===== config.mk =====
export PLATFORM = sky130hd
export DESIGN_NAME = yuv422_to_rgb_converter_core
export DESIGN_NICKNAME = d
export VERILOG_FILES = /design/src/design/yuvrgb_pkg.sv /design/src/design/yuvrgb_cfg.sv /design/src/design/yuvrgb_chroma.sv /design/src/design/yuvrgb_lane.sv /design/src/design/yuv422_to_rgb_converter_core.sv
export SDC_FILE = /design/constraint.sdc
export NUM_CORES = 2
export LEC_CHECK = 0
export ABC_AREA = 1
export BUFFER_PORTS_ARGS = -buffer_cell sky130_fd_sc_hd__buf_2
export CAP_MARGIN = 20
export CELL_PAD_IN_SITES_DETAIL_PLACEMENT = 1
export CELL_PAD_IN_SITES_GLOBAL_PLACEMENT = 1
export CORE_MARGIN = 1
export CORE_UTILIZATION = 53
export CTS_BUF_LIST = sky130_fd_sc_hd__clkbuf_8 sky130_fd_sc_hd__clkbuf_16
export DETAILED_ROUTE_END_ITERATION = 6
export HOLD_SLACK_MARGIN = 0.1
export PLACE_DENSITY = 0.88
export SYNTH_ARGS = -nofsm -noshare
export SYNTH_HDL_FRONTEND = slang
export SYNTH_SLANG_ARGS = --single-unit

===== constraint.sdc =====
create_clock -name clk_i -period 17.45 [get_ports clk_i]
set_clock_uncertainty 0.1 [all_clocks]
set_input_delay 0.8725 -clock clk_i [delete_from_list [all_inputs] [get_ports clk_i]]
set_output_delay 0.8725 -clock clk_i [all_outputs]
set_load 0.1 [all_outputs]

===== src/design/yuvrgb_pkg.sv =====
// ---------------------------------------------------------------------------
// YUV 4:2:2 to RGB converter package
// Shared types, register map and reset values of the converter.
// ---------------------------------------------------------------------------
package yuvrgb_pkg;

  // Register map: word index taken from paddr[4:2].
  localparam int unsigned ADDR_W = 5;
  localparam int unsigned DATA_W = 32;
  localparam int unsigned REG_W  = 16;

  localparam logic [2:0] REG_BLUE_U_GAIN  = 3'd0;
  localparam logic [2:0] REG_GREEN_U_GAIN = 3'd1;
  localparam logic [2:0] REG_GREEN_V_GAIN = 3'd2;
  localparam logic [2:0] REG_RED_V_GAIN   = 3'd3;
  localparam logic [2:0] REG_BLUE_BIAS    = 3'd4;
  localparam logic [2:0] REG_GREEN_BIAS   = 3'd5;
  localparam logic [2:0] REG_RED_BIAS     = 3'd6;
  localparam logic [2:0] REG_LUMA_GAIN    = 3'd7;

  // BT.601 defaults loaded at reset.
  localparam logic signed [15:0] RST_BLUE_U_GAIN  = -16'sd128;
  localparam logic signed [15:0] RST_GREEN_U_GAIN = 16'sd25;
  localparam logic signed [15:0] RST_GREEN_V_GAIN = 16'sd52;
  localparam logic signed [15:0] RST_RED_V_GAIN   = -16'sd102;
  localparam logic signed [15:0] RST_BLUE_BIAS    = -16'sd17544;
  localparam logic signed [15:0] RST_GREEN_BIAS   = 16'sd8696;
  localparam logic signed [15:0] RST_RED_BIAS     = -16'sd14216;
  localparam logic [15:0]        RST_LUMA_GAIN    = 16'd18997;

  // Width of a chroma product (9-bit signed sample times 16-bit gain).
  localparam int unsigned PROD_W = 25;
  // Width of a channel sum before the shift; holds every reachable value.
  localparam int unsigned SUM_W  = 28;
  // Right shift applied to each channel sum.
  localparam int unsigned FRAC_W = 6;

  // Coefficient register file contents.
  typedef struct packed {
    logic signed [15:0] blue_u_gain;
    logic signed [15:0] green_u_gain;
    logic signed [15:0] green_v_gain;
    logic signed [15:0] red_v_gain;
    logic signed [15:0] blue_bias;
    logic signed [15:0] green_bias;
    logic signed [15:0] red_bias;
    logic [15:0]        luma_gain;
  } cfg_t;

  // Registered chroma products shared by both lanes.
  typedef struct packed {
    logic signed [PROD_W-1:0] blue_u;
    logic signed [PROD_W-1:0] green_u;
    logic signed [PROD_W-1:0] green_v;
    logic signed [PROD_W-1:0] red_v;
  } chroma_prod_t;

  // One converted pixel.
  typedef struct packed {
    logic [7:0] blue;
    logic [7:0] green;
    logic [7:0] red;
  } pixel_t;

endpackage


===== src/design/yuvrgb_cfg.sv =====
// ---------------------------------------------------------------------------
// YUV 4:2:2 to RGB coefficient registers
// APB-style register file holding the eight conversion coefficients.
// ---------------------------------------------------------------------------
module yuvrgb_cfg import yuvrgb_pkg::*; (
  input  logic              clk_i,
  input  logic              rst_ni,
  input  logic              psel,
  input  logic              penable,
  input  logic              pwrite,
  input  logic [ADDR_W-1:0] paddr,
  input  logic [DATA_W-1:0] pwdata,
  output logic [DATA_W-1:0] prdata,
  output logic              pready,
  output cfg_t              cfg_o
);

  cfg_t       cfg_q;
  logic       wr_en;
  logic [2:0] reg_idx;
  logic [15:0] wr_data;

  assign pready  = 1'b1;
  assign wr_en   = psel && penable && pwrite && pready;
  assign reg_idx = paddr[4:2];
  assign wr_data = pwdata[REG_W-1:0];

  // Register writes on the access phase of the transfer.
  always_ff @(posedge clk_i or negedge rst_ni) begin
    if (!rst_ni) begin
      cfg_q.blue_u_gain  <= RST_BLUE_U_GAIN;
      cfg_q.green_u_gain <= RST_GREEN_U_GAIN;
      cfg_q.green_v_gain <= RST_GREEN_V_GAIN;
      cfg_q.red_v_gain   <= RST_RED_V_GAIN;
      cfg_q.blue_bias    <= RST_BLUE_BIAS;
      cfg_q.green_bias   <= RST_GREEN_BIAS;
      cfg_q.red_bias     <= RST_RED_BIAS;
      cfg_q.luma_gain    <= RST_LUMA_GAIN;
    end else if (wr_en) begin
      unique case (reg_idx)
        REG_BLUE_U_GAIN:  cfg_q.blue_u_gain  <= wr_data;
        REG_GREEN_U_GAIN: cfg_q.green_u_gain <= wr_data;
        REG_GREEN_V_GAIN: cfg_q.green_v_gain <= wr_data;
        REG_RED_V_GAIN:   cfg_q.red_v_gain   <= wr_data;
        REG_BLUE_BIAS:    cfg_q.blue_bias    <= wr_data;
        REG_GREEN_BIAS:   cfg_q.green_bias   <= wr_data;
        REG_RED_BIAS:     cfg_q.red_bias     <= wr_data;
        REG_LUMA_GAIN:    cfg_q.luma_gain    <= wr_data;
        default:          cfg_q.luma_gain    <= cfg_q.luma_gain;
      endcase
    end
  end

  // Read-back mux; values are returned zero-extended.
  always_comb begin
    prdata = '0;
    unique case (reg_idx)
      REG_BLUE_U_GAIN:  prdata[REG_W-1:0] = cfg_q.blue_u_gain;
      REG_GREEN_U_GAIN: prdata[REG_W-1:0] = cfg_q.green_u_gain;
      REG_GREEN_V_GAIN: prdata[REG_W-1:0] = cfg_q.green_v_gain;
      REG_RED_V_GAIN:   prdata[REG_W-1:0] = cfg_q.red_v_gain;
      REG_BLUE_BIAS:    prdata[REG_W-1:0] = cfg_q.blue_bias;
      REG_GREEN_BIAS:   prdata[REG_W-1:0] = cfg_q.green_bias;
      REG_RED_BIAS:     prdata[REG_W-1:0] = cfg_q.red_bias;
      REG_LUMA_GAIN:    prdata[REG_W-1:0] = cfg_q.luma_gain;
      default:          prdata = '0;
    endcase
  end

  assign cfg_o = cfg_q;

endmodule


===== src/design/yuvrgb_chroma.sv =====
// ---------------------------------------------------------------------------
// YUV 4:2:2 to RGB chroma multipliers
// Forms the four chroma products once per word for use by both lanes.
// ---------------------------------------------------------------------------
module yuvrgb_chroma import yuvrgb_pkg::*; (
  input  logic         clk_i,
  input  logic         load_i,
  input  logic [7:0]   chroma_u_i,
  input  logic [7:0]   chroma_v_i,
  input  cfg_t         cfg_i,
  output chroma_prod_t prod_o
);

  chroma_prod_t      prod_d;
  chroma_prod_t      prod_q;
  logic signed [8:0] u_s;
  logic signed [8:0] v_s;

  // Samples are unsigned; a zero sign bit keeps the products exact.
  assign u_s = signed'({1'b0, chroma_u_i});
  assign v_s = signed'({1'b0, chroma_v_i});

  always_comb begin
    prod_d.blue_u  = PROD_W'(u_s * cfg_i.blue_u_gain);
    prod_d.green_u = PROD_W'(u_s * cfg_i.green_u_gain);
    prod_d.green_v = PROD_W'(v_s * cfg_i.green_v_gain);
    prod_d.red_v   = PROD_W'(v_s * cfg_i.red_v_gain);
  end

  // Product register, loaded as a word enters the first stage.
  always_ff @(posedge clk_i) begin
    if (load_i) begin
      prod_q <= prod_d;
    end
  end

  assign prod_o = prod_q;

endmodule


===== src/design/yuvrgb_lane.sv =====
// ---------------------------------------------------------------------------
// YUV 4:2:2 to RGB pixel lane
// Scales one luma sample, then forms, shifts and clamps the three channels.
// ---------------------------------------------------------------------------
module yuvrgb_lane import yuvrgb_pkg::*; (
  input  logic         clk_i,
  input  logic         load_i,
  input  logic [7:0]   luma_i,
  input  cfg_t         cfg_i,
  input  chroma_prod_t prod_i,
  output pixel_t       pixel_o
);

  logic [31:0]      luma_prod;
  logic [15:0]      luma_d;
  logic [15:0]      luma_q;
  logic [SUM_W-1:0] blue_sum;
  logic [SUM_W-1:0] green_sum;
  logic [SUM_W-1:0] red_sum;

  // Shift right and clamp to 0..255; a negative sum gives zero.
  function automatic logic [7:0] shift_clamp(input logic [SUM_W-1:0] sum);
    logic [7:0] res;
    if (sum[SUM_W-1]) begin
      res = 8'd0;
    end else if (|sum[SUM_W-2:FRAC_W+8]) begin
      res = 8'hff;
    end else begin
      res = sum[FRAC_W+7:FRAC_W];
    end
    return res;
  endfunction

  // Luma times 0x0101 is the byte repeated; one 16 by 16 multiply remains.
  assign luma_prod = {luma_i, luma_i} * cfg_i.luma_gain;
  assign luma_d    = luma_prod[31:16];

  always_ff @(posedge clk_i) begin
    if (load_i) begin
      luma_q <= luma_d;
    end
  end

  // Channel sums in two's complement; the width covers every case.
  always_comb begin
    blue_sum  = SUM_W'(cfg_i.blue_bias) + SUM_W'(luma_q) - SUM_W'(prod_i.blue_u);
    green_sum = SUM_W'(cfg_i.green_bias) + SUM_W'(luma_q)
              - SUM_W'(prod_i.green_u) - SUM_W'(prod_i.green_v);
    red_sum   = SUM_W'(cfg_i.red_bias) + SUM_W'(luma_q) - SUM_W'(prod_i.red_v);
  end

  assign pixel_o.blue  = shift_clamp(blue_sum);
  assign pixel_o.green = shift_clamp(green_sum);
  assign pixel_o.red   = shift_clamp(red_sum);

endmodule


===== src/design/yuv422_to_rgb_converter_core.sv =====
// ---------------------------------------------------------------------------
// YUV 4:2:2 to RGB converter core
// Converts one macropixel (two luma, shared U and V) into two BGR pixels.
//
//   Port group  Direction  Handshake               Contents
//   in_*        input      in_valid_i/in_stall_o   luma pair, U, V, tail flag
//   out_*       output     out_valid_o/out_stall_i two BGR pixels, second valid
//   APB         input      psel/penable/pwrite     eight coefficient registers
//
// One word is accepted per clock while in_stall_o is low; an accepted word is
// registered in the first stage and then in the output registers.
// There are two stages, the multipliers and then sum and clamp.
// Reset empties the pipeline and loads the BT.601 coefficients.
// A stalled output holds its word; the first stage keeps accepting until full.
// ---------------------------------------------------------------------------
module yuv422_to_rgb_converter_core import yuvrgb_pkg::*; (
  input  logic              clk_i,
  input  logic              rst_ni,
  // Input channel
  input  logic              in_valid_i,
  output logic              in_stall_o,
  input  logic [7:0]        luma_first_i,
  input  logic [7:0]        chroma_u_i,
  input  logic [7:0]        luma_second_i,
  input  logic [7:0]        chroma_v_i,
  input  logic              single_tail_i,
  // Output channel
  output logic              out_valid_o,
  input  logic              out_stall_i,
  output logic [7:0]        blue_first_o,
  output logic [7:0]        green_first_o,
  output logic [7:0]        red_first_o,
  output logic [7:0]        blue_second_o,
  output logic [7:0]        green_second_o,
  output logic [7:0]        red_second_o,
  output logic              second_valid_o,
  // Configuration port
  input  logic              psel,
  input  logic              penable,
  input  logic              pwrite,
  input  logic [ADDR_W-1:0] paddr,
  input  logic [DATA_W-1:0] pwdata,
  output logic [DATA_W-1:0] prdata,
  output logic              pready
);

  cfg_t         cfg;
  chroma_prod_t prod;
  pixel_t       pix_first;
  pixel_t       pix_second;

  logic   s1_valid_q, s1_valid_d;
  logic   out_valid_q, out_valid_d;
  logic   tail_q;
  logic   s1_ready, s2_ready, s1_load, s2_load;
  pixel_t first_q, second_q;
  logic   second_valid_q;

  // Pipeline flow control.
  assign s2_ready = !out_valid_q || !out_stall_i;
  assign s1_ready = !s1_valid_q || s2_ready;
  assign s1_load  = in_valid_i && s1_ready;
  assign s2_load  = s1_valid_q && s2_ready;

  assign in_stall_o = !s1_ready;

  assign s1_valid_d  = s1_ready ? in_valid_i : s1_valid_q;
  assign out_valid_d = s2_ready ? s1_valid_q : out_valid_q;

  always_ff @(posedge clk_i or negedge rst_ni) begin
    if (!rst_ni) begin
      s1_valid_q  <= 1'b0;
      out_valid_q <= 1'b0;
    end else begin
      s1_valid_q  <= s1_valid_d;
      out_valid_q <= out_valid_d;
    end
  end

  // Coefficient registers.
  yuvrgb_cfg u_cfg (
    .clk_i   (clk_i),
    .rst_ni  (rst_ni),
    .psel    (psel),
    .penable (penable),
    .pwrite  (pwrite),
    .paddr   (paddr),
    .pwdata  (pwdata),
    .prdata  (prdata),
    .pready  (pready),
    .cfg_o   (cfg)
  );

  // Shared chroma products.
  yuvrgb_chroma u_chroma (
    .clk_i      (clk_i),
    .load_i     (s1_load),
    .chroma_u_i (chroma_u_i),
    .chroma_v_i (chroma_v_i),
    .cfg_i      (cfg),
    .prod_o     (prod)
  );

  // One lane per pixel of the macropixel.
  yuvrgb_lane u_lane_first (
    .clk_i   (clk_i),
    .load_i  (s1_load),
    .luma_i  (luma_first_i),
    .cfg_i   (cfg),
    .prod_i  (prod),
    .pixel_o (pix_first)
  );

  yuvrgb_lane u_lane_second (
    .clk_i   (clk_i),
    .load_i  (s1_load),
    .luma_i  (luma_second_i),
    .cfg_i   (cfg),
    .prod_i  (prod),
    .pixel_o (pix_second)
  );

  // Tail flag travels alongside the first stage.
  always_ff @(posedge clk_i) begin
    if (s1_load) begin
      tail_q <= single_tail_i;
    end
  end

  // Merge the lanes into the output word; an odd tail blanks the second pixel.
  always_ff @(posedge clk_i) begin
    if (s2_load) begin
      first_q        <= pix_first;
      second_q       <= tail_q ? '0 : pix_second;
      second_valid_q <= !tail_q;
    end
  end

  assign out_valid_o    = out_valid_q;
  assign blue_first_o   = first_q.blue;
  assign green_first_o  = first_q.green;
  assign red_first_o    = first_q.red;
  assign blue_second_o  = second_q.blue;
  assign green_second_o = second_q.green;
  assign red_second_o   = second_q.red;
  assign second_valid_o = second_valid_q;

  // An accepted word always occupies the first stage in the next cycle.
  a_accept_fills_s1 : assert property (@(posedge clk_i) disable iff (!rst_ni)
    (in_valid_i && !in_stall_o) |=> s1_valid_q)
    else $error("accepted word did not reach the first stage");

  // A word in the first stage moves on whenever the output can take it.
  a_s1_advances : assert property (@(posedge clk_i) disable iff (!rst_ni)
    (s1_valid_q && (!out_valid_o || !out_stall_i)) |=> out_valid_o)
    else $error("first stage word was lost");

  // Input stalls only when both stages hold words and the output is blocked.
  a_stall_only_full : assert property (@(posedge clk_i) disable iff (!rst_ni)
    in_stall_o |-> (s1_valid_q && out_valid_o && out_stall_i))
    else $error("input stalled with room in the pipeline");

  // An odd tail word carries a blank second pixel.
  a_tail_blank : assert property (@(posedge clk_i) disable iff (!rst_ni)
    (out_valid_o && !second_valid_o) |->
      (blue_second_o == 8'd0 && green_second_o == 8'd0 && red_second_o == 8'd0))
    else $error("tail word has a non-zero second pixel");

endmodule

* Yosys cells after proc, flatten, opt, wreduce, memory -nomap -nowiden *
Cells that the tools add are included.
Widths: inputs -> output; s select.

operators by class
  add/sub/neg operators = 14
  multiply operators = 6
  eq/ne operators = 7
  muxes and demuxes = 7
  reduce and logical (&&, ||, !) cells = 29

operator list
  operator            count
  $sub 28x28->28      8
  $pmux 16 s8         1
  $add 16x17->18      6
  $mul 9x16->25       4
  $reduce_or 13->1    6
  $mul 16x16->32      2
  $mux 8              6
  $reduce_and 2->1    8
  $eq 3x3->1 const B  4
  $eq 3x2->1 const B  2
  $reduce_or 2->1     3
  $logic_not 1->1     5
  $logic_and 1x1->1   4
  $eq 3x1->1 const B  1
  $logic_not 3->1     1
  $logic_or 1x1->1    2

storage, ports and cells
  register bits = 312
  input bits = 77
  output and inout port bits = 84
  logic and storage cells = 87

* Longest topological paths before layout *
  word-level depth = 5
  depth in mapped cells = 28
  mapped depth without buffers = 28

* By module *
Synthesis repeated with hierarchy kept, for this count alone.

unflattened totals
  cells, all modules = 9059
  area, all modules = 64476.8 um^2

by module, submodules not included
  module                        times used  cells an instance  area an instance (um^2)  sequential area each (um^2)
  yuvrgb_chroma                 1           3266               23989.3                  3002.9
  yuvrgb_lane (u_lane_first)    1           2453               16104.2                  480.5
  yuvrgb_lane (u_lane_second)   1           2488               16091.7                  480.5
  yuvrgb_cfg                    1           738                6480.0                   3275.6
  yuv422_to_rgb_converter_core  1           114                1811.7                   1551.5

* Worst setup path before layout *
OpenSTA, ideal clock, no wires.

  kind = in2reg
  start point = input luma_second_i[4]
  end point = register u_lane_second.luma_q[11] (data pin)
  library setup time = 0.252 ns
  arrival = 5.912 ns
  data required time = 17.098 ns
  path slack = 11.186 ns
  cell stages on the path = 24
  buffers on the path = 2
  cell sequence = clkbuf_1 > clkbuf_1 > nand2_1 > fa_1 > inv_1 > fa_1 > inv_1 > fa_1 > inv_1 > fa_1 > fa_1 > inv_1 > fa_1 > inv_1 > ha_1 > a21o_1 > a21oi_1 > nor2_1 > nor2_1 > nor3_1 > a211oi_1 > nand2_1 > nand2_1 > nand2_1

between the ends
  word-level cells in the longest chain between the ends = 1

ends and longest elaborated chain
  item                             line                                text
  start, declared                  yuv422_to_rgb_converter_core.sv:24  input logic [7:0] luma_second_i,
  $mul 16x16->32                   yuvrgb_lane.sv:35                   assign luma_prod = {luma_i, luma_i} * cfg_i.luma_gain;
  via u_lane_second.luma_prod[27]  yuvrgb_lane.sv:14                   logic [31:0] luma_prod;
  end signal, assigned             yuvrgb_lane.sv:40                   luma_q <= luma_d;
  end, declared                    yuvrgb_lane.sv:16                   logic [15:0] luma_q;

The timed path passes the listed nets, and every way through them passes these cells.
A chain may end at the register's enable or synchronous reset.

* Final worst setup path *
  start point = register u_cfg.cfg_q (netlist bit u_cfg.cfg_o[4])
  end point = register u_lane_second.luma_q[12] (data pin)

between the ends
  word-level cells in the longest chain between the ends = 1

ends and longest elaborated chain
  item                             line               text
  start, declared                  yuvrgb_cfg.sv:18   cfg_t cfg_q;
  $mul 16x16->32                   yuvrgb_lane.sv:35
  via u_lane_second.luma_prod[28]  yuvrgb_lane.sv:14

The timed path passes the listed nets, and every way through them passes these cells.

==> results.cfg <==
[status]
result_of_the_run = completed

[setup_path]
start_point_of_the_critical_path = u_cfg.cfg_o[4]
regToRegStartpoint = u_cfg.cfg_o[4]
criticalPathCategory = reg -> reg
critical_path.cell_chain = nand2_1 > fa_1 > inv_1 > fa_1 > inv_1 > fa_1 > fa_1 > inv_1 > fa_1 > inv_1 > fa_1 > inv_1 > ha_1 > a21oi_1 > o21a_1 > nor2_1 > nor2_1 > o21ai_0 > a21oi_1 > xor2_1
critPathMostFrequentCell = fa_1
worstPathMaxFanout = 18
critPathLaunchType = register
worst_r2r_endpoint = u_lane_second.luma_q[12]
setup.worst_path.end_class = register
crit_path_top_delay_cell = dfstp_2
reg2reg_depth = 20
worstSetupEndpoint = u_lane_second.luma_q[12]
r2r_setup_slack_ns = 10.72
cp_data_arrival_time_ns = 6.95
peak_per_stage_delay_on_the_critical_path_ns = 1.01
cp.required_ns = 17.67

[finish]
finish.instance_area_sq_um = 65100
nNetsFinal = 10000
final_layout_size_suffix_gt1_share_pct = 4.10
finalNonFillerCells = 10100
layout.cells.most_common = nand2_1
syn_to_layout_area_delta_pct = 5.16
highest_count_cells_in_the_layout_ignoring_fill_and_taps = nand2_1, inv_1, fa_1, ha_1, a21oi_1

[die]
placement_rows = 124
fp.dieArea_sq_um = 118000
die_width_um = 344
die_y_um = 344
core_region_area_sq_um = 115000
initial_utilization_pct = 53.8
io_pins = 161

[routing]
vias_per_instance = 5.52
dr.pass1.iters = 5
drt.antenna.violating_nets = 0
drt-total-wl_um = 220000
num_vias = 55500
drt_drc_violations_left = 0
wl_per_cell_um = 21.9
drt-initial-drc-count = 3474

[placed_design]
placedCellCount = 9974
placed_area_sq_um = 63600
routabilityCongestion = 0.995
detailedPlacementHpwl_um = 186000
port_buffers = 125
dp_slack_ns = 10.52

[cts]
cts_tree = done
cts_made_buffers = 40
cts.clk_slew.worst_paths_ns = 0.07
cts.root.buffer_cell = clkbuf_16
hold_buffers = 0
cts_htree_levels = 2
insertion_delay_ns = 0.62
cts_buffer_depth = 3
clock-sinks = 312
postCtsSetupRepairBufs = 0
postCtsResizedCells = 0

[sta]
setup_total_negative_slack_ns = 0
setup_viol_count_final = 0
timing.final.ws_setup_ns = 10.72
finalMaxSlewViolations = 0
max_clock_freq_mhz = 149
rsz_0062_raised_after_global_routing = false
min_period_ns = 6.73
max_transition_margin_pct = 26.5
fin_hold_viols = 0
max_slew.worst_pin.slew_ns = 1.10
final_min_period_over_clock_period_pct = 38.6

[synthesis]
synthesis.area_per_instance_sq_um = 7.24
ys_dominant_reg_cell = edfxtp_1
synth_seq_cells = 312
synthesis.area_sq_um = 61900
synth_cell_types = 55
synth_async_sr_flop_share_pct = 41.7
post_synth_edffs = 182
yosysSeqAreaShare_pct = 14.2
synthCells = 8540
synth-warning-count = 0

[global_routing]
global_route.overflow_total = 0
grt_first_pass_wirelength_um = 337000
grt_usage_pct = 37.4
antenna_found_initial = 32
grt_max_degree = 81
grt_pass1_vias = 61200

[hold_path]
class_of_the_most_critical_hold_timing_path = in -> async

[run]
drv.max_cap_violation_count = 0
==> worst min path at each step <==
stage               depth (start not counted)  slack [ns]           to
global placement                            2        0.37  out_valid_o
global route                                1        0.13   s1_valid_q
CTS                                         1        0.11   s1_valid_q
detailed placement                          2        0.39  out_valid_o
finish                                      1        0.10  out_valid_o
floorplan                                   2        0.33  out_valid_o
==> flip-flops by register name, summed over array words and instances (netlist names) <==
register / cells
u_lane_second.luma_q: 16
out_valid_o: 1
blue_second_o: 8
tail_q: 1
s1_valid_q: 1
green_second_o: 8
u_lane_first.luma_q: 16
u_chroma.prod_o: 100
blue_first_o: 8
red_first_o: 8
red_second_o: 8
green_first_o: 8
second_valid_o: 1
u_cfg.cfg_o: 128
==> critical path, delay by kind of cell, from the launching register on <==
family / cells / cell delay, ns
AOI/OAI and AO/OA: 4 / 0.69
buffers and inverters: 5 / 0.28
xor gates and xnor gates: 1 / 0.52
DFF: 1 / 1.01
adders and majority gates: 7 / 3.42
and+or+nand+nor: 3 / 0.38
==> cells by family after synthesis <==
family                   after synthesis  synth area share, %
AO/OA/AOI/OAI                        833                 7.57
flip-flops                           312                 14.2
AND/OR/NAND/NOR                     3129                 20.5
adder cells (fa/ha/maj)             1426                 38.2
buffers and inverters               2569                 15.7
other                                  2               0.0121
XOR/XNOR                             269                 3.81
==> synth_stat cells, types with 9 or more instances <==
| master | number | area, sq um |
|---|---|---|
| a211oi_1 | 18 | 135 |
| a21boi_0 | 13 | 97.6 |
| a21o_1 | 22 | 165 |
| a21oi_1 | 352 | 1760 |
| a22oi_1 | 13 | 97.6 |
| a31oi_1 | 40 | 250 |
| buf_1 | 17 | 63.8 |
| buf_4 | 17 | 128 |
| clkbuf_1 | 187 | 702 |
| dfrtp_1 | 72 | 1800 |
| dfstp_2 | 58 | 1520 |
| edfxtp_1 | 182 | 5470 |
| fa_1 | 770 | 15400 |
| ha_1 | 656 | 8210 |
| inv_1 | 2329 | 8740 |
| inv_2 | 9 | 33.8 |
| nand2_1 | 2368 | 8890 |
| nand2_2 | 15 | 93.8 |
| nand3_1 | 213 | 1070 |
| nand3b_1 | 16 | 120 |
| nand4_1 | 92 | 576 |
| nor2_1 | 314 | 1180 |
| nor2_2 | 23 | 144 |
| nor2_4 | 15 | 169 |
| nor3_1 | 47 | 235 |
| o211ai_1 | 9 | 67.6 |
| o21a_1 | 18 | 135 |
| o21ai_0 | 229 | 1150 |
| o21ai_1 | 31 | 155 |
| o21bai_1 | 39 | 293 |
| o22ai_1 | 16 | 100 |
| xnor2_1 | 109 | 955 |
| xor2_1 | 160 | 1400 |
==> layout make-up <==
type	instances	area (sq um)
Sequential cell	312	8790
Multi-Input combinational cell	5674	43400
Fill cell	15000	49900
Inverter	2341	8790
Tap cell	1512	1890
Clock inverter	23	151
Timing Repair Buffer	141	802
Clock buffer	49	1170
Antenna cell	12	30.0
==> through the flow <==
step	utilization [%]	hold slack, ns
3_5_place_dp	55.3	0.393
5_1_grt	56.6	0.129
3_3_place_gp	55.3	0.370
6_report	56.6	0.101
2_1_floorplan	-	0.333
4_1_cts	56.5	0.107
==> routing by layer <==
metal	part of all wire [%]	global-route usage (%)
met5	0.034	0
met4	6.0	19.7
met3	7.3	5.59
met2	48	63.7
met1	39	45.7
Power is not shown: default switching activity piles up to over one toggle a cycle in this logic, so the estimate is an artifact.
